--- config.mk ---
export PLATFORM = sky130hd
export DESIGN_NAME = srbc_round_cell
export DESIGN_NICKNAME = d
export VERILOG_FILES = /design/src/rtl/security_record_block_codec_defines.svh /design/src/rtl/srbc_pkg.sv /design/src/rtl/srbc_round_cell.sv
export SDC_FILE = /design/constraint.sdc
export NUM_CORES = 1
export LEC_CHECK = 0
export BUFFER_PORTS_ARGS = -buffer_cell sky130_fd_sc_hd__buf_2
export CAP_MARGIN = 0
export CELL_PAD_IN_SITES_DETAIL_PLACEMENT = 0
export CELL_PAD_IN_SITES_GLOBAL_PLACEMENT = 1
export CORE_MARGIN = 2
export CORE_UTILIZATION = 32
export DETAILED_ROUTE_END_ITERATION = 10
export GPL_ROUTABILITY_DRIVEN = 0
export PLACE_DENSITY = 0.65
export SYNTH_ARGS = -nofsm -noshare
export SYNTH_HDL_FRONTEND = slang
export SYNTH_SLANG_ARGS = --single-unit
--- constraint.sdc ---
create_clock -name clk -period 0.9 [get_ports clk]
set_input_delay 0.09 -clock clk [delete_from_list [all_inputs] [get_ports clk]]
set_output_delay 0.09 -clock clk [all_outputs]
set_load 0.05 [all_outputs]
--- src/rtl/security_record_block_codec_defines.svh ---
// Assertion macros used by the top level of the record block codec RTL.
`ifndef SECURITY_RECORD_BLOCK_CODEC_DEFINES_SVH
`define SECURITY_RECORD_BLOCK_CODEC_DEFINES_SVH

// Same-cycle implication, checked on clk outside reset.
`define SRBC_ASSERT_NOW(label, ante, cons, msg) \
    label: assert property (@(posedge clk) disable iff (!rst_n) (ante) |-> (cons)) \
        else $error(msg);

// Next-cycle implication, checked on clk outside reset.
`define SRBC_ASSERT_NEXT(label, ante, cons, msg) \
    label: assert property (@(posedge clk) disable iff (!rst_n) (ante) |=> (cons)) \
        else $error(msg);

`endif

--- src/rtl/srbc_pkg.sv ---
// Types, tables and round functions of the record block codec.
`timescale 1ns / 1ps
package srbc_pkg;

    localparam int LANES  = 12;
    localparam int ROUNDS = 11;
    localparam int RIDX_W = $clog2(ROUNDS + 1);

    localparam logic CMD_ENCODE = 1'b0;
    localparam logic CMD_DECODE = 1'b1;

    localparam logic [1:0] MODE_MSID    = 2'd0;
    localparam logic [1:0] MODE_FLASH   = 2'd1;
    localparam logic [1:0] MODE_SIMLOCK = 2'd2;
    localparam logic [1:0] MODE_IMEI    = 2'd3;

    localparam logic [7:0] SEL_A = 8'h81;
    localparam logic [7:0] SEL_B = 8'h82;
    localparam logic [7:0] SEL_C = 8'h83;

    // lane 0 is the most significant byte
    typedef logic [0:LANES-1][7:0] lanes_t;

    typedef struct packed {
        logic   cmd;
        logic   ok;
        lanes_t tab;
        lanes_t blk;
    } srbc_item_t;

    typedef struct packed {
        logic       valid;
        srbc_item_t item;
    } srbc_stage_t;

    localparam lanes_t KEY_ENC = 96'hB173E65AAB478E0D1A34680B;
    localparam lanes_t KEY_DEC = 96'hD0162C58B071E2D55A67CE8D;

    // destination lanes fed by each source lane
    localparam logic [3:0] SPREAD [LANES][5] = '{
        '{4'd1, 4'd4, 4'd8, 4'd9, 4'd11}, '{4'd5, 4'd6, 4'd10, 4'd8, 4'd9},
        '{4'd3, 4'd1, 4'd6, 4'd10, 4'd11}, '{4'd0, 4'd7, 4'd8, 4'd10, 4'd11},
        '{4'd0, 4'd1, 4'd3, 4'd5, 4'd8}, '{4'd2, 4'd0, 4'd1, 4'd9, 4'd10},
        '{4'd2, 4'd3, 4'd5, 4'd7, 4'd10}, '{4'd0, 4'd2, 4'd3, 4'd4, 4'd11},
        '{4'd0, 4'd4, 4'd5, 4'd7, 4'd9}, '{4'd1, 4'd2, 4'd4, 4'd5, 4'd6},
        '{4'd2, 4'd6, 4'd7, 4'd9, 4'd11}, '{4'd3, 4'd4, 4'd6, 4'd7, 4'd8}
    };

    // selector low bits: 0x81 -> 01, 0x82 -> 10, 0x83 -> 11
    function automatic lanes_t lane_table(input logic [1:0] mode, input logic [1:0] sel);
        lanes_t t;
        t = '0;
        case (mode)
            MODE_MSID: begin
                case (sel)
                    SEL_B[1:0]: t = 96'h9F7AAD34E77927734E410D26;
                    SEL_C[1:0]: t = 96'h50F36525D2B1C1B609AEFF4C;
                    default:    t = 96'h83CB7424DFF1E9976871DB44;
                endcase
            end
            MODE_FLASH: begin
                case (sel)
                    SEL_B[1:0]: t = 96'h4FB96C2702DD77DD06E3E2DF;
                    SEL_C[1:0]: t = 96'hB8338004B848851A2DCEA128;
                    default:    t = 96'h2C036F345D23C658030952C4;
                endcase
            end
            MODE_SIMLOCK: begin
                case (sel)
                    SEL_B[1:0]: t = 96'hD1A25FEB4FF02D7B0F4CE1C3;
                    default:    t = 96'h7BB4D0EF9EB20ABE73DAD335;
                endcase
            end
            default: begin
                case (sel)
                    SEL_B[1:0]: t = 96'h0BAEFC8CC7FC792AC194C237;
                    default:    t = 96'hCA635AE719FAA64C0D78FC16;
                endcase
            end
        endcase
        return t;
    endfunction

    function automatic logic [7:0] round_key(input logic cmd, input logic [RIDX_W-1:0] r);
        logic [7:0] k;
        if (cmd == CMD_DECODE)
            k = KEY_DEC[r];
        else
            k = KEY_ENC[r];
        return k;
    endfunction

    function automatic lanes_t key_mix(input lanes_t b, input lanes_t t, input logic [7:0] k);
        lanes_t o;
        o = b ^ t;
        o[2] = o[2] ^ k;
        o[3] = o[3] ^ k;
        o[8] = o[8] ^ k;
        o[9] = o[9] ^ k;
        return o;
    endfunction

    function automatic lanes_t scatter(input lanes_t b);
        lanes_t     w;
        logic [7:0] all;
        w   = '0;
        all = '0;
        for (int s = 0; s < LANES; s++) begin
            all = all ^ b[s];
            for (int j = 0; j < 5; j++)
                w[SPREAD[s][j]] = w[SPREAD[s][j]] ^ b[s];
        end
        for (int s = 0; s < LANES; s++)
            w[s] = w[s] ^ all;
        return w;
    endfunction

    function automatic logic [31:0] rotr32(input logic [31:0] x, input logic [4:0] k);
        return (x >> k) | (x << (6'd32 - {1'b0, k}));
    endfunction

    function automatic lanes_t mix_or(input lanes_t c);
        lanes_t o;
        int     j4;
        int     j8;
        for (int i = 0; i < LANES; i++) begin
            j4 = i + 4;
            if (j4 >= LANES) j4 = j4 - LANES;
            j8 = i + 8;
            if (j8 >= LANES) j8 = j8 - LANES;
            o[i] = c[i] ^ (c[j4] | ~c[j8]);
        end
        return o;
    endfunction

    // one full round: key, scatter, rotations, mix, rotations
    function automatic lanes_t full_round(input lanes_t b, input lanes_t t,
                                          input logic [7:0] k);
        lanes_t x;
        x = scatter(key_mix(b, t, k));
        x[0:3]  = rotr32(x[0:3], 5'd10);
        x[8:11] = rotr32(x[8:11], 5'd31);
        x = mix_or(x);
        x[8:11] = rotr32(x[8:11], 5'd10);
        x[0:3]  = rotr32(x[0:3], 5'd31);
        return x;
    endfunction

    // byte order reversal plus bit reversal per byte is a full bit reversal
    function automatic lanes_t bit_reverse(input lanes_t b);
        logic [8*LANES-1:0] v;
        logic [8*LANES-1:0] o;
        v = b;
        for (int i = 0; i < 8 * LANES; i++)
            o[i] = v[8 * LANES - 1 - i];
        return o;
    endfunction

endpackage

--- src/rtl/srbc_round_cell.sv ---
// One full round of the codec network with its stage register.
`timescale 1ns / 1ps
module srbc_round_cell (
    input  logic                         clk,
    input  logic                         rst_n,
    input  logic                         advance,
    input  logic [srbc_pkg::RIDX_W-1:0]  round_idx,
    input  srbc_pkg::srbc_stage_t        stage_in,
    output srbc_pkg::srbc_stage_t        stage_out
);
    import srbc_pkg::*;

    logic       valid_reg;
    srbc_item_t item_reg;
    srbc_item_t item_next;

    always_comb
    begin
        item_next     = stage_in.item;
        item_next.blk = full_round(stage_in.item.blk, stage_in.item.tab,
                                   round_key(stage_in.item.cmd, round_idx));
    end

    always_ff @(posedge clk or negedge rst_n)
    begin
        if (!rst_n)
        begin
            valid_reg <= 1'b0;
        end
        else if (advance)
        begin
            valid_reg <= stage_in.valid;
        end
    end

    always_ff @(posedge clk)
    begin
        if (advance)
        begin
            item_reg <= item_next;
        end
    end

    assign stage_out.valid = valid_reg;
    assign stage_out.item  = item_reg;

endmodule

Word-level counts from Yosys, hierarchy flattened
Memories as Yosys holds them, arrays and structs flattened.
Cells that the tools add are included.
{"block": "word_totals", "reg_bits": 195, "mem_bits_ro": 256, "input_bits": 202, "output_inout_bits": 195, "wordCells": 148, "mem_count": 2}
{"block": "classes", "magnitude_cmp": 1, "mux": 5, "n_bitwise": 113}
{"name": "(no name shown)", "depth": 16, "word_bits": 8, "rd": 1, "rd_ports_with_merged_regs": 0, "wr": 0, "line": "srbc_pkg.sv:89", "source": "k = KEY_ENC[r];"}
{"name": "(no name shown)", "depth": 16, "word_bits": 8, "rd": 1, "rd_ports_with_merged_regs": 0, "wr": 0, "line": "srbc_pkg.sv:87", "source": "k = KEY_DEC[r];"}
{"operator": "$xor A8 B8 Y8", "n": 83}
{"operator": "$not A8 Y8", "n": 12}
{"operator": "$or A8 B8 Y8", "n": 12}
{"operator": "$xor A96 B96 Y96", "n": 1}
{"operator": "$or A1 B32 Y32", "n": 2}
{"operator": "$or A22 B32 Y32", "n": 2}
{"operator": "$mux W8", "n": 5}
{"operator": "$ge A5 B5 Y1 const B", "n": 1}
{"operator": "$not A4 Y5", "n": 1}

Logic depth before layout (Yosys ltp)
{"block": "depth", "word_depth": 22, "ltp_mapped": 10, "mapped_depth_nobuf": 9}

Least setup slack after synthesis
No wires, ideal clock.
{"block": "synth_timing", "kind": "input to register", "from": "in round_idx[1] (netlist bit)", "to": "reg item_reg (netlist bit stage_out[37]), data pin", "setup_time_ps": 263, "arrival_ps": 2368, "required_time_ps": 637, "setup_slack_ps": -1731, "cell_stages": 9, "n_path_buf": 1, "path_cell_list": "clkbuf_1 > inv_1 > ha_1 > nand2b_1 > a31oi_1 > xnor3_1 > xnor3_1 > nor2_1 > xnor2_1"}
{"item": "start: declaration", "line": "srbc_round_cell.sv:7", "source": "input logic [srbc_pkg::RIDX_W-1:0] round_idx,"}
{"item": "end signal: assignment", "line": "srbc_round_cell.sv:40", "source": "item_reg <= item_next;"}
{"item": "end: declaration", "line": "srbc_round_cell.sv:14", "source": "srbc_item_t item_reg;"}

==> impl_results.md <==
* Tmin final at 1873 ps
* Design Power at 104.7 mW
* Clock Pin Slew Worst Setup and Hold Paths at ~70 ps
* Global-route wire length before repair at 61600 um
* Maximum buffer depth of the clock tree at 2
* EDFF count, synth at between 150 and 200
* Largest net degree at the start of global routing at 24
* Count of different cell masters after synthesis at 40
* Reg2reg setup slack at 130 ps
* Max reg flops at slightly below 200
* Core area at 39550 um^2
* CTS sink cnt at 195
* Post-Syn Nets at 1123
* Worst IR drop on VDD at 2.272 mV
* Clock Tree Root: clkbuf_16
* Final WS setup at -973.1 ps
* Post-Synthesis Cells at 914
* Synth Cell Area at 12780 um^2
* Slew Limit Fails at 0
* Setup TNS Final at -126400 ps
* Htree depth at 4
* Setup violators final at around 290
* Sequential-to-total area share from yosys stat at 0.4578
* Yosys warning count at 0
* Die Footprint at 41550 um^2
* Placed Area at 19540 um^2
* I/O pin cnt at 397
* CTS Buf Count at 17
* Avg Cell Area, Syn at around 14 um^2
* Detailed Route WL at 41410 um
* Fillers at 2941
* Hold endpoint: stage_out[193]
* WP data arrival at 2090 ps
* Share of cells above drive strength 1 at 0.6415
* Initial DRC count at 303
* Initial antenna violation count at 1
* Die Span X at 203.8 um
* Hold WC Path Type: input port to flop
* WP data required at 1120 ps
* Final ANT Viol Nets at 0
* Yosys reg bits at 195
* WS Path Type: input port to flop
* Total track usage at 0.1982
* Footprint of the multi-input gates at 10040 um^2
* Register Area at 5851 um^2
* Reg2reg start: valid_reg
* Final core occ at 0.6424
* DRC Markers at 0
* CP endpoint kind: flop
* Fin nets at 2048
* Tcrit/Tclk final at 2.081
* Top-area cell type share of the netlist area at 0.4558
* Area contributors post-synth: edfxtp_1 46%, xnor2_1 26%, xnor3_1 9.0%
* Final HPWL DP at 31510 um
* Post-synth top flop: edfxtp_1
* Number of global-route vias before repair at 11000
* Worst Path Max Fanout at 4
* Worst Hold Launch: stage_in[193]
* Worst Tran Pin Value at 518.3 ps
* LEAKAGE at 10.88 nW
* I/O Buffers at 396
* Slew HR at 0.6520
* Grt ovf at 0
* Total of max-cap violations at 0
* Power Density at ~4100 nW/um^2
* Failing checks: setup timing
* Drt pass-1 iters at 4
* Hold path depth at 3
* DIE HEIGHT at between 200 and 250 um
* FF-to-FF End: valid_reg
* Starting Density at 0.3231
* Via count at 10172
* Worst slack at placement at -1614 ps
* Final hold vios at 0
* Worst-skew pair later-pin latency at 460 ps
* Row count at 73
* Area Growth Syn to Fin at 98.81%
* Worst setup SP type: input port
* Vias per std cell at about 4.3
* WL per Instance at 17.42 um
* R2R depth at 1
* Finished Cell Area at 25410 um^2
* CTS tree: yes
* RSZ-0062 raised after global routing: true
* Fmax at 533.9 MHz
* FFs w/ async S/R, synth at 0.005128
* Status: finished, violations left
* Clock Skew at 0 ps
* Yosys top cell by area: edfxtp_1
worst max-delay path: stages:
cell and delay [ps]:
buf_8 100, xnor2_4 160, xnor3_1 450, xor2_2 250, buf_4 160, xnor3_2 330, xnor3_2 320, nand2b_1 90
xnor2_1 130
per-layer routing:
metal	vias up	GRT usage	wire length [um]
met2	265	0.3579	21980
met4	0	0.05657	882
met3	45	0.04656	2099
met5	-	0	0
li1	4908	-	-
met1	4954	0.2342	16450
cell type report:
type	count	area share
clock inverter	14	0.006550
sequential	195	0.2303
timing repair buffer	912	0.3234
tap	525	0.02585
inverter	6	0.001674
antenna	1	0.00009849
multi-input combinational	707	0.3953
clock buffer	18	0.01689
synthesized netlist by cell type, drive strengths merged, types with 3 or more instances:
cell type  count
mux2           3
xor3          10
nand2b        27
xnor3         56
o21ai          4
inv            5
xor2          93
nand2         37
edfxtp       194
xnor2        401
clkbuf         4
ha             7
nor2b         13
nor2          33
a21oi          4
where the power goes:
| group | leakage [nW] | switching [mW] | total [mW] | internal, mW |
|---|---|---|---|---|
| Combinational | 8.69 | 38.3 | 78.7 | 40.4 |
| Clock | 0.288 | 3.79 | 7.98 | 4.19 |
| Sequential | 1.91 | 1.52 | 18.0 | 16.5 |
| Total | 10.9 | 43.6 | 105 | 61.1 |
per-stage QoR:
step	hold slack, ps	std cells
after detailed placement	-130.2	2169
after global placement	-135.3	2169
final	63.94	2378
after global routing	53.70	2378
after floorplan	-205.6	914
after CTS	34.63	2351
how the worst max path moves through the flow:
stage	to	startpoint	slack [ps]	depth (start not counted)
2_1_floorplan	stage_out[70]	stage_in[28]	-1330	7
3_3_place_gp	stage_out[3]	round_idx[1]	-1590	9
3_5_place_dp	stage_out[63]	round_idx[0]	-1610	10
4_1_cts	stage_out[82]	stage_in[80]	-930	8
5_1_grt	stage_out[70]	stage_in[124]	-1040	9
6_report	stage_out[70]	stage_in[124]	-970	9
what timing repair did:
action	CTS	global route
pin swaps	132	99
setup endpoints to repair	291	291
setup buffers	51	28
gates cloned	2	0
hold buffers	100	0
gates resized for setup	707	115
hold endpoints to repair	99	0
kinds of logic after synthesis:
kind of cell,after synthesis,share of synthesized area
xor+xnor,560,0.4708
flops,195,0.4578
simple gates,111,0.04190
fa+ha+maj,7,0.006853
mux,6,0.005972
compound gates,23,0.01273
buf+inv,12,0.003916
cells in the final DEF (no fill, tap or decap), types with 6 or more instances in the layout:
| cell | n |
|---|---|
| nor2b_4 | 7 |
| xnor3_1 | 20 |
| buf_2 | 138 |
| buf_6 | 277 |
| ha_4 | 6 |
| xnor2_1 | 222 |
| nand2_1 | 25 |
| nand2b_4 | 12 |
| xor2_2 | 25 |
| dlygate4sd3_1 | 100 |
| xor2_4 | 12 |
| edfxtp_1 | 194 |
| clkbuf_16 | 17 |
| buf_8 | 17 |
| xnor2_4 | 99 |
| nor2_1 | 6 |
| nand2b_1 | 15 |
| xor2_1 | 56 |
| nand2_2 | 10 |
| xnor3_2 | 36 |
| buf_12 | 20 |
| xor3_2 | 9 |
| nor2_2 | 24 |
| xnor2_2 | 80 |
| buf_4 | 357 |
Note: power is estimated with default switching activity, not from simulation.
