## src/rtl/security_record_block_codec_defines.svh

```systemverilog
// Assertion macros used by the top level of the record block codec RTL.
`ifndef SECURITY_RECORD_BLOCK_CODEC_DEFINES_SVH
`define SECURITY_RECORD_BLOCK_CODEC_DEFINES_SVH

// Same-cycle implication, checked on clk outside reset.
`define SRBC_ASSERT_NOW(label, ante, cons, msg) \
    label: assert property (@(posedge clk) disable iff (!rst_n) (ante) |-> (cons)) \
        else $error(msg);

// Next-cycle implication, checked on clk outside reset.
`define SRBC_ASSERT_NEXT(label, ante, cons, msg) \
    label: assert property (@(posedge clk) disable iff (!rst_n) (ante) |=> (cons)) \
        else $error(msg);

`endif

```

## src/rtl/srbc_pkg.sv

```systemverilog
// Types, tables and round functions of the record block codec.
`timescale 1ns / 1ps
package srbc_pkg;

    localparam int LANES  = 12;
    localparam int ROUNDS = 11;
    localparam int RIDX_W = $clog2(ROUNDS + 1);

    localparam logic CMD_ENCODE = 1'b0;
    localparam logic CMD_DECODE = 1'b1;

    localparam logic [1:0] MODE_MSID    = 2'd0;
    localparam logic [1:0] MODE_FLASH   = 2'd1;
    localparam logic [1:0] MODE_SIMLOCK = 2'd2;
    localparam logic [1:0] MODE_IMEI    = 2'd3;

    localparam logic [7:0] SEL_A = 8'h81;
    localparam logic [7:0] SEL_B = 8'h82;
    localparam logic [7:0] SEL_C = 8'h83;

    // lane 0 is the most significant byte
    typedef logic [0:LANES-1][7:0] lanes_t;

    typedef struct packed {
        logic   cmd;
        logic   ok;
        lanes_t tab;
        lanes_t blk;
    } srbc_item_t;

    typedef struct packed {
        logic       valid;
        srbc_item_t item;
    } srbc_stage_t;

    localparam lanes_t KEY_ENC = 96'hB173E65AAB478E0D1A34680B;
    localparam lanes_t KEY_DEC = 96'hD0162C58B071E2D55A67CE8D;

    // destination lanes fed by each source lane
    localparam logic [3:0] SPREAD [LANES][5] = '{
        '{4'd1, 4'd4, 4'd8, 4'd9, 4'd11}, '{4'd5, 4'd6, 4'd10, 4'd8, 4'd9},
        '{4'd3, 4'd1, 4'd6, 4'd10, 4'd11}, '{4'd0, 4'd7, 4'd8, 4'd10, 4'd11},
        '{4'd0, 4'd1, 4'd3, 4'd5, 4'd8}, '{4'd2, 4'd0, 4'd1, 4'd9, 4'd10},
        '{4'd2, 4'd3, 4'd5, 4'd7, 4'd10}, '{4'd0, 4'd2, 4'd3, 4'd4, 4'd11},
        '{4'd0, 4'd4, 4'd5, 4'd7, 4'd9}, '{4'd1, 4'd2, 4'd4, 4'd5, 4'd6},
        '{4'd2, 4'd6, 4'd7, 4'd9, 4'd11}, '{4'd3, 4'd4, 4'd6, 4'd7, 4'd8}
    };

    // selector low bits: 0x81 -> 01, 0x82 -> 10, 0x83 -> 11
    function automatic lanes_t lane_table(input logic [1:0] mode, input logic [1:0] sel);
        lanes_t t;
        t = '0;
        case (mode)
            MODE_MSID: begin
                case (sel)
                    SEL_B[1:0]: t = 96'h9F7AAD34E77927734E410D26;
                    SEL_C[1:0]: t = 96'h50F36525D2B1C1B609AEFF4C;
                    default:    t = 96'h83CB7424DFF1E9976871DB44;
                endcase
            end
            MODE_FLASH: begin
                case (sel)
                    SEL_B[1:0]: t = 96'h4FB96C2702DD77DD06E3E2DF;
                    SEL_C[1:0]: t = 96'hB8338004B848851A2DCEA128;
                    default:    t = 96'h2C036F345D23C658030952C4;
                endcase
            end
            MODE_SIMLOCK: begin
                case (sel)
                    SEL_B[1:0]: t = 96'hD1A25FEB4FF02D7B0F4CE1C3;
                    default:    t = 96'h7BB4D0EF9EB20ABE73DAD335;
                endcase
            end
            default: begin
                case (sel)
                    SEL_B[1:0]: t = 96'h0BAEFC8CC7FC792AC194C237;
                    default:    t = 96'hCA635AE719FAA64C0D78FC16;
                endcase
            end
        endcase
        return t;
    endfunction

    function automatic logic [7:0] round_key(input logic cmd, input logic [RIDX_W-1:0] r);
        logic [7:0] k;
        if (cmd == CMD_DECODE)
            k = KEY_DEC[r];
        else
            k = KEY_ENC[r];
        return k;
    endfunction

    function automatic lanes_t key_mix(input lanes_t b, input lanes_t t, input logic [7:0] k);
        lanes_t o;
        o = b ^ t;
        o[2] = o[2] ^ k;
        o[3] = o[3] ^ k;
        o[8] = o[8] ^ k;
        o[9] = o[9] ^ k;
        return o;
    endfunction

    function automatic lanes_t scatter(input lanes_t b);
        lanes_t     w;
        logic [7:0] all;
        w   = '0;
        all = '0;
        for (int s = 0; s < LANES; s++) begin
            all = all ^ b[s];
            for (int j = 0; j < 5; j++)
                w[SPREAD[s][j]] = w[SPREAD[s][j]] ^ b[s];
        end
        for (int s = 0; s < LANES; s++)
            w[s] = w[s] ^ all;
        return w;
    endfunction

    function automatic logic [31:0] rotr32(input logic [31:0] x, input logic [4:0] k);
        return (x >> k) | (x << (6'd32 - {1'b0, k}));
    endfunction

    function automatic lanes_t mix_or(input lanes_t c);
        lanes_t o;
        int     j4;
        int     j8;
        for (int i = 0; i < LANES; i++) begin
            j4 = i + 4;
            if (j4 >= LANES) j4 = j4 - LANES;
            j8 = i + 8;
            if (j8 >= LANES) j8 = j8 - LANES;
            o[i] = c[i] ^ (c[j4] | ~c[j8]);
        end
        return o;
    endfunction

    // one full round: key, scatter, rotations, mix, rotations
    function automatic lanes_t full_round(input lanes_t b, input lanes_t t,
                                          input logic [7:0] k);
        lanes_t x;
        x = scatter(key_mix(b, t, k));
        x[0:3]  = rotr32(x[0:3], 5'd10);
        x[8:11] = rotr32(x[8:11], 5'd31);
        x = mix_or(x);
        x[8:11] = rotr32(x[8:11], 5'd10);
        x[0:3]  = rotr32(x[0:3], 5'd31);
        return x;
    endfunction

    // byte order reversal plus bit reversal per byte is a full bit reversal
    function automatic lanes_t bit_reverse(input lanes_t b);
        logic [8*LANES-1:0] v;
        logic [8*LANES-1:0] o;
        v = b;
        for (int i = 0; i < 8 * LANES; i++)
            o[i] = v[8 * LANES - 1 - i];
        return o;
    endfunction

endpackage

```

## src/rtl/srbc_final_cell.sv

```systemverilog
// Final half round, bit reversal and the output register.
`timescale 1ns / 1ps
module srbc_final_cell (
    input  logic                  clk,
    input  logic                  rst_n,
    input  logic                  advance,
    input  srbc_pkg::srbc_stage_t stage_in,
    output logic                  out_valid,
    output logic [63:0]           result_high,
    output logic [31:0]           result_low,
    output logic                  ok
);
    import srbc_pkg::*;

    logic        out_valid_reg;
    logic [95:0] result_reg;
    logic [95:0] result_next;
    logic        ok_reg;
    lanes_t      half;

    always_comb
    begin
        half = scatter(key_mix(stage_in.item.blk, stage_in.item.tab,
                               round_key(stage_in.item.cmd, RIDX_W'(ROUNDS))));
        // rejected selector gives an all-zero result
        result_next = stage_in.item.ok ? 96'(bit_reverse(half)) : '0;
    end

    always_ff @(posedge clk or negedge rst_n)
    begin
        if (!rst_n)
        begin
            out_valid_reg <= 1'b0;
        end
        else if (advance)
        begin
            out_valid_reg <= stage_in.valid;
        end
    end

    always_ff @(posedge clk)
    begin
        if (advance)
        begin
            result_reg <= result_next;
            ok_reg     <= stage_in.item.ok;
        end
    end

    assign out_valid   = out_valid_reg;
    assign result_high = result_reg[95:32];
    assign result_low  = result_reg[31:0];
    assign ok          = ok_reg;

endmodule

```

## config.mk

```make
export PLATFORM = sky130hd
export DESIGN_NAME = srbc_final_cell
export DESIGN_NICKNAME = d
export VERILOG_FILES = /design/src/rtl/security_record_block_codec_defines.svh /design/src/rtl/srbc_pkg.sv /design/src/rtl/srbc_final_cell.sv
export SDC_FILE = /design/constraint.sdc
export NUM_CORES = 1
export LEC_CHECK = 0
export ABC_AREA = 1
export ABC_CLOCK_PERIOD_IN_PS = 900
export BUFFER_PORTS_ARGS = -buffer_cell sky130_fd_sc_hd__buf_2
export CAP_MARGIN = 20
export CORE_MARGIN = 3
export CORE_UTILIZATION = 40
export DETAILED_ROUTE_END_ITERATION = 10
export GPL_ROUTABILITY_DRIVEN = 1
export MAX_ROUTING_LAYER = met4
export PLACE_DENSITY_LB_ADDON = 0.05
export REMOVE_ABC_BUFFERS = 1
export SYNTH_ARGS = -nofsm -noshare
export SYNTH_HDL_FRONTEND = slang
export SYNTH_SLANG_ARGS = --single-unit
```

## constraint.sdc

```tcl
create_clock -name clk -period 0.9 [get_ports clk]
set_input_delay 0.045 -clock clk [delete_from_list [all_inputs] [get_ports clk]]
set_output_delay 0.045 -clock clk [all_outputs]
set_load 0.01 [all_outputs]
```

-- Word level (Yosys, flattened, before mapping)
Index checks and enable logic that the tools add are counted.
- bits in read-only memories: 0
- bits of input ports: 198
- bits in latches: 0
- flip-flop bits (word level): 98
- memories: 0
- bits in writable memories: 0
- logic and storage cells: 76
- shift operators: 0
- add/subtract/negate cells: 0
- $mul: 0
- equality and inequality tests: 0
- mux-type cells: 1
- reduce and logical (&&, ||, !) cells: 0
- divide/modulo/power cells: 0
- bitwise logic cells: 72
- order comparisons: 0
- operator list (cell ; number):
    $xor 8x8->8 ; 71
    $xor 96x96->96 ; 1
    $mux 8 ; 1

-- Depth between registers and ports, before layout
Gate-level depths: netlist of the first run.
- word-level depth: 13
- mapped depth: 19

-- Worst setup path after synthesis of the first run
OpenSTA, ideal clock, no wires.
- path type: input -> register
- from: in stage_in[183] (netlist name)
- to: reg result_reg[16], data pin
- path slack: -0.991 ns
- stages on the path: 14
- data arrival time: 1.638 ns
- library setup time: 0.253 ns
- cell sequence: xnor2_1 -> inv_1 -> or2_2 -> nand2_1 -> xnor2_1 -> inv_1 -> nand2_4 -> nand2_4 -> nand2_4 -> nand3_1 -> nand2_4 -> nand2_1 -> nand2_1 -> nor2_1
- word-level cells in the longest chain between the ends: 13
- ends and longest elaborated chain (what ; RTL line ; RTL):
    from (decl) ; srbc_final_cell.sv:7 ; input srbc_pkg::srbc_stage_t stage_in,
    $xor 96x96->96 ; srbc_pkg.sv:95 ; o = b ^ t;
    $xor 8x8->8 (11 in series) ; srbc_pkg.sv:109 ; all = all ^ b[s];
    $xor 8x8->8 ; srbc_pkg.sv:114 ; w[s] = w[s] ^ all;
    to (signal assigned) ; srbc_final_cell.sv:45 ; result_reg <= result_next;
    to (decl) ; srbc_final_cell.sv:16 ; logic [95:0] result_reg;
No other way between the ends.
A chain may end at the register's enable or synchronous reset.

-- Worst setup path after layout of the first run
- from: in stage_in[168] (netlist name)
- to: reg result_reg[15], data pin
- word-level cells in the longest chain between the ends: 13
- elaborated cells between the ends (all ways): 17
- classes of those cells: 17 x bitwise
- ends and longest elaborated chain (what ; RTL line ; RTL):
    $xor 96x96->96 (*) ; srbc_pkg.sv:95 ;
    $xor 8x8->8 (*) ; srbc_pkg.sv:96 ; o[2] = o[2] ^ k;
    $xor 8x8->8 (10 in series) ; srbc_pkg.sv:109 ;
    $xor 8x8->8 (*) ; srbc_pkg.sv:114 ;
Mark *: on every way between the ends. The rest lies on a longest branch, timed or not.

==> results.sh, run 1 <==
export IMPL_run_status="finished with violations"
export IMPL_hold_violations=0
export IMPL_syn_avg_cell_area_sq_um=8.41
export IMPL_arrival_ps=1740
export IMPL_core_sq_um=24400
export IMPL_endpoint_kind="flop"
export IMPL_grt_max_degree=32
export IMPL_area_growth_syn_to_layout_pct=84.9
export IMPL_drv_slew=0
export IMPL_avgRoutedWirePerCell_um=14.9
export IMPL_min_period_over_period_pct=182
export IMPL_synthCells=1183
export IMPL_cts_sinks=98
export IMPL_tightest_slew_ps=511
export IMPL_wl_met2_um=17600
export IMPL_ys_types=32
export IMPL_startpoint_type="primary input"
export IMPL_dr_pass1_iters=4
export IMPL_num_vias=10100
export IMPL_cts_path_max_buffers=2
export IMPL_die_area_sq_um=26800
export IMPL_chipWidth_um=164
export IMPL_place_congestion=0.855
export IMPL_syn_cell_area_sq_um=9950
export IMPL_yosysWarnings=0
export IMPL_diodes=0
export IMPL_finalNetCount=2027
export IMPL_hold_class="primary input to flop"
export IMPL_violations="setup timing"
export IMPL_hpwlAfterDp_um=21100
export IMPL_grt_usage_pct=22.8
export IMPL_holdWs_ps=108
export IMPL_synth_compound_area_share_pct=3.75
export IMPL_cp_required_ps=1000
export IMPL_synthMuxAreaShare_pct=0.113
export IMPL_wl_met1_um=12400
export IMPL_clkPwrFrac_pct=11.7
export IMPL_antenna_left=0
export IMPL_drt_iter0_drc=421
export IMPL_p_leak_nw=8.57
export IMPL_synth_top_family_by_area="XOR/XNOR gates"
export IMPL_start_util_pct=40.8
export IMPL_cts_tree="yes"
export IMPL_numCtsBuffers=9
export IMPL_drc=0
export IMPL_synth_seq_cells=98
export IMPL_grt_antenna_before_repair=0
export IMPL_combPwrFrac_pct=69.2
export IMPL_finalSetupViolCount=155
export IMPL_wl_um=32100
export IMPL_setup_tns_ps=-61170
export IMPL_dp_cells=2032
export IMPL_overflow=0
export IMPL_critPathKind="primary input to flop"
export IMPL_synthTopCellsByArea="edfxtp_1 (29%), xor2_1 (16%), xnor2_1 (13%)"
export IMPL_max_freq_mhz=612
export IMPL_max_cap_violations=0
export IMPL_synth_top_area_share_pct=29.3
export IMPL_top_layer="met4"
export IMPL_stdcell_count=2158
export IMPL_via_per_inst=4.69
export IMPL_ios=296
export IMPL_grt_pass1_wl_um=47800
export IMPL_synth_xor_area_share_pct=38.3
export IMPL_rsz0062_at_grt="true"
export IMPL_clock_skew_ps=0
export IMPL_path_clk_slew_ps=70
export IMPL_wl_met3_um=1400
export IMPL_drive_above_1_share_pct=63.0
export IMPL_min_period_ps=1630
export IMPL_synth_area_leader_cell="edfxtp_1"
export IMPL_clock_tree_root_cell="clkbuf_16"
export IMPL_portBuffers=295
export IMPL_slew_headroom_pct=65.8
export IMPL_h_tree_depth=3
export IMPL_synthSimpleGateAreaFrac_pct=23.7
export IMPL_largest_reg_flops=96
export IMPL_synth_seq_area_share_pct=29.5
export IMPL_synth_fa_ha_area_share_pct=0
export IMPL_crit_fanout=6
export IMPL_powerDensity_nw_per_um2=1960
export IMPL_internal_power_mw=20.4
export IMPL_fp_dieH_um=164
export IMPL_irDropWorstVdd_mv=1.14
export IMPL_switchingPower_mw=15.6
export IMPL_fin_ws_ps=-735
export IMPL_switching_share_pct=43.4
export IMPL_p_seq_share_pct=19.0
export IMPL_fp_row_count=57
export IMPL_clk_latency_ps=350
export IMPL_grt_pass1_vias=10000
export IMPL_fillers=1699
==> worst max-delay path: stages <==
cell and delay, ps:
buf_8 100, xnor2_4 250, xor2_2 210, nand2_2 110, nand2_2 90, nand2_4 90
nand2_4 100, nand2_4 70, nand3_4 90, nand2_2 70, nand2_2 90, nand3_4 120
nand2_8 140, nand2_2 50, nand2_1 60, nor2_1 30
==> final timing paths <==
| kind | from | slack (ps) | depth (start not counted) | end |
|---|---|---|---|---|
| setup / recovery | stage_in[168] | -730 | 16 | result_reg[15] |
| hold / removal | advance | 110 | 2 | out_valid |
| setup reg to reg | out_valid | 20 | 2 | out_valid |
| hold reg to reg | out_valid | 620 | 2 | out_valid |
| max in group asynchronous | rst_n | 270 | 3 | out_valid |
| min in group asynchronous | rst_n | 520 | 3 | out_valid |
==> final cells by class <==
cell class | count | area (sq um) | share of cell area [%]
Tap cell | 324 | 405 | 2.20
Inverter | 95 | 397 | 2.16
Multi-Input combinational cell | 981 | 9460 | 51.5
Clock inverter | 5 | 77.6 | 0.422
Clock buffer | 11 | 233 | 1.27
Timing Repair Buffer | 644 | 4870 | 26.5
Sequential cell | 98 | 2940 | 16.0
==> per-stage QoR <==
| stage | power [mW] | worst slack (ps) | util (%) | instance area [sq um] |
|---|---|---|---|---|
| 6_report | 36.1 | -735 | 75.4 | 18400 |
| 5_1_grt | 38.5 | -848 | 75.4 | 18400 |
| 4_1_cts | 32.8 | -658 | 69.6 | 17000 |
| 3_5_place_dp | 23.9 | -1190 | 55.9 | 13600 |
| 3_3_place_gp | 23.7 | -1140 | 55.9 | 13600 |
| 2_1_floorplan | 17.5 | -991 | - | 9850 |
==> cells by family after synthesis <==
| logic type | after synthesis |
|---|---|
| flip-flops | 98 |
| buffers and inverters | 109 |
| XOR/XNOR | 384 |
| multiplexers | 1 |
| AND/OR/NAND/NOR | 517 |
| AO/OA/AOI/OAI | 74 |
==> cells in the mapped netlist <==
master,n
nor3_1,1
buf_2,2
nand3_4,2
o21a_1,1
xor2_4,1
xor2_1,182
inv_2,4
edfxtp_1,97
buf_6,4
xnor2_2,40
o21ai_0,34
nand2b_1,1
nand2_2,36
a21oi_1,38
inv_1,90
nor2_1,118
nand3b_1,1
or2_2,2
nand3_1,91
xnor2_1,149
nand2_1,242
o21ai_1,1
xor2_2,9
nand2_4,10
clkbuf_1,4
nand3b_4,2
dfrtp_1,1
mux2_2,1
buf_4,4
nand3_2,11
clkinv_1,1
xnor2_4,3
==> timing repair <==
action,in CTS,in global routing
endpoints found under the hold margin,2,0
setup endpoints to repair,192,194
buffers inserted,88,33
gates cloned,5,0
hold buffers,3,0
gates resized for setup,523,293
pin swaps,181,157
==> power by group through the flow <==
stage	sequential [mW]	combinational, mW	clock [mW]
2_1_floorplan	7.52	9.99	0
3_3_place_gp	6.95	16.7	0
3_5_place_dp	6.93	17.0	0
4_1_cts	6.86	21.6	4.30
5_1_grt	6.96	27.0	4.45
6_report	6.86	25.0	4.23
==> cell usage in the layout (no fill, tap or decap), types with 11 or more instances in the layout <==
cell | synthesis | layout
edfxtp_1 | 97 | 97
a21oi_1 | 38 | 24
xnor2_4 | 3 | 35
nand2_4 | 10 | 90
nor2_2 | 0 | 20
xor2_4 | 1 | 11
nor2_1 | 118 | 93
inv_2 | 4 | 15
o21ai_2 | 0 | 25
a21oi_2 | 0 | 13
xor2_1 | 182 | 152
nand2_8 | 0 | 11
xor2_2 | 9 | 29
buf_6 | 4 | 70
nand3_2 | 11 | 44
nand2_1 | 242 | 99
nand2_2 | 36 | 93
buf_4 | 4 | 317
buf_2 | 2 | 218
nand3_4 | 2 | 50
xnor2_1 | 149 | 116
xnor2_2 | 40 | 41
inv_1 | 90 | 68
buf_8 | 0 | 25
==> layer usage <==
layer  global-route usage [%]  vias up
li1                         -     5038
met1                     26.4     4765
met2                     41.5      263
met3                     2.74       58
met4                     6.15        0
met5                        -        -
Note: power is estimated with default switching activity, not from simulation.
==> inputs of run 2 (changes only) <==
Settings changed: ABC_CLOCK_PERIOD_IN_PS 900 to 1850, CORE_UTILIZATION 40 to 54, CTS_CLUSTER_SIZE set to 8.
Clock period 0.9 ns to 1.85 ns, I/O delays scaled along.
==> results.sh, run 2 (synthesis gave the netlist of run 1 again) <==
export IMPL_place_ws_ps=-289
export IMPL_path_clk_slew_ps=70
export IMPL_met1_usage_pct=28.8
export IMPL_endpoint_kind="flop"
export IMPL_hold_violations=0
export IMPL_fp_dieH_um=142
export IMPL_largest_reg_flops=96
export IMPL_cp_required_ps=1950
export IMPL_grt_max_degree=37
export IMPL_stdcell_area_sq_um=13900
export IMPL_fin_total_pwr_mw=13.8
export IMPL_r2r_end="out_valid"
export IMPL_wl_um=26000
export IMPL_rsz0062_at_grt="true"
export IMPL_max_freq_mhz=557
export IMPL_irDropWorstVdd_mv=0.646
export IMPL_finalNetCount=1883
export IMPL_diodes=0
export IMPL_run_status="complete, no violations"
export IMPL_start_util_pct=56.3
export IMPL_arrival_ps=1900
export IMPL_portBuffers=295
export IMPL_grt_antenna_before_repair=0
export IMPL_cts_path_max_buffers=2
export IMPL_clock_skew_ps=0
export IMPL_final_common_cell="buf_2"
export IMPL_r2r_start="out_valid"
export IMPL_overflow=0
export IMPL_setup_tns_ps=0
export IMPL_holdWs_ps=57.5
export IMPL_stdcell_count=1915
export IMPL_hpwlAfterDp_um=20600
export IMPL_chipWidth_um=142
export IMPL_placed_area_sq_um=13200
export IMPL_die_area_sq_um=20100
export IMPL_top_usage_layer="met2"
export IMPL_drc=0
export IMPL_dr_pass1_iters=6
export IMPL_critPathKind="primary input to flop"
export IMPL_use_met3_pct=2.76
export IMPL_grt_pass1_vias=8927
export IMPL_area_growth_syn_to_layout_pct=40.1
export IMPL_drv_slew=0
export IMPL_clock_tree_root_cell="clkbuf_16"
export IMPL_cts_tree="yes"
export IMPL_fin_ws_ps=55.0
export IMPL_fp_row_count=48
export IMPL_place_congestion=0.910
export IMPL_via_per_inst=4.84
export IMPL_startpoint_type="primary input"
export IMPL_grt_pass1_wl_um=40000
export IMPL_grt_util_met2_pct=45.5
export IMPL_core_sq_um=17700
export IMPL_drt_iter0_drc=449
export IMPL_tightest_slew_ps=487
export IMPL_cp_startpoint="stage_in[72]"
export IMPL_ios=296
export IMPL_numCtsBuffers=9
export IMPL_r2r_setup_slack_ps=1100
export IMPL_drive_above_1_share_pct=40.6
export IMPL_mostFrequentLayoutCells="buf_2 (294), nand2_1 (232), buf_4 (198)"
export IMPL_p_leak_nw=6.93
export IMPL_finalSetupViolCount=0
export IMPL_h_tree_depth=3
export IMPL_clk_latency_ps=340
export IMPL_antenna_left=0
export IMPL_hold_class="primary input to async pin"
export IMPL_grt_usage_pct=24.9
export IMPL_num_vias=9266
export IMPL_cts_sinks=98
export IMPL_rr_worst_depth=1
export IMPL_avgRoutedWirePerCell_um=13.6
export IMPL_max_cap_violations=0
export IMPL_min_period_over_period_pct=97.0
export IMPL_slew_headroom_pct=67.5
export IMPL_fin_util_pct=78.9
export IMPL_powerDensity_nw_per_um2=993
export IMPL_min_period_ps=1800
export IMPL_dp_cells=1886
export IMPL_crit_fanout=6
==> run 2: changes by cell type in the layout (fill, tap and decap cells not counted), sizes merged <==
cell,previous run,this run
buf,640,499
clkbuf,12,9
dlygate4sd3,3,2
clkinv,3,4
clkinvlp,0,1
nand2,293,292
==> run 2: what timing repair did <==
action | in CTS | in global routing
endpoints found under the setup margin | 0 | 68
hold endpoints to repair | 2 | 0
buffers inserted | 0 | 7
resized for setup | 0 | 61
hold buffers | 2 | 0
==> run 2: power by group <==
part / internal [mW] / total [mW] / switching (mW)
Clock: 1.18 / 2.05 / 0.866
Combinational: 3.69 / 8.47 / 4.77
Sequential: 3.19 / 3.32 / 0.135
==> run 2: area by class of cell <==
cell class              instances  area [sq um]
fillers                      1251          3720
repair buffers                501          3110
clock buffers                   9           225
multi-input cells             980          6940
inverters                      95           357
flip-flops and latches         98          2940
clock inverters                 7          91.3
well taps                     225           282
==> run 2: worst max-delay path by stage <==
stage                     slack (ps)  cells past startpoint             end
after detailed placement        -290                     16  result_reg[95]
after floorplan                  -90                     14  result_reg[16]
after global routing             -70                     14  result_reg[81]
final                             50                     16   result_reg[7]
after global placement          -220                     14   result_reg[7]
after CTS                         30                     16  result_reg[95]
==> run 2: worst max-delay path: stages <==
cell     delay, ps
buf_2          130
xnor2_4        270
xor2_2         210
nand2_2        100
nand2_1        100
nand2_2        110
nand2_4        100
nand2_2         70
nand3_2        110
nand2_2         80
nand2_2        100
nand3_4        110
nand2_4        150
nand2_1         70
nand2_1         60
nor2_1          40
==> run 2: per-layer routing <==
metal	wire length [um]	up-vias	share of wire [%]
li1	-	4740	-
met1	10200	4193	39
met2	13800	295	53
met3	1420	38	5.5
met4	488	0	1.9
met5	0	-	0
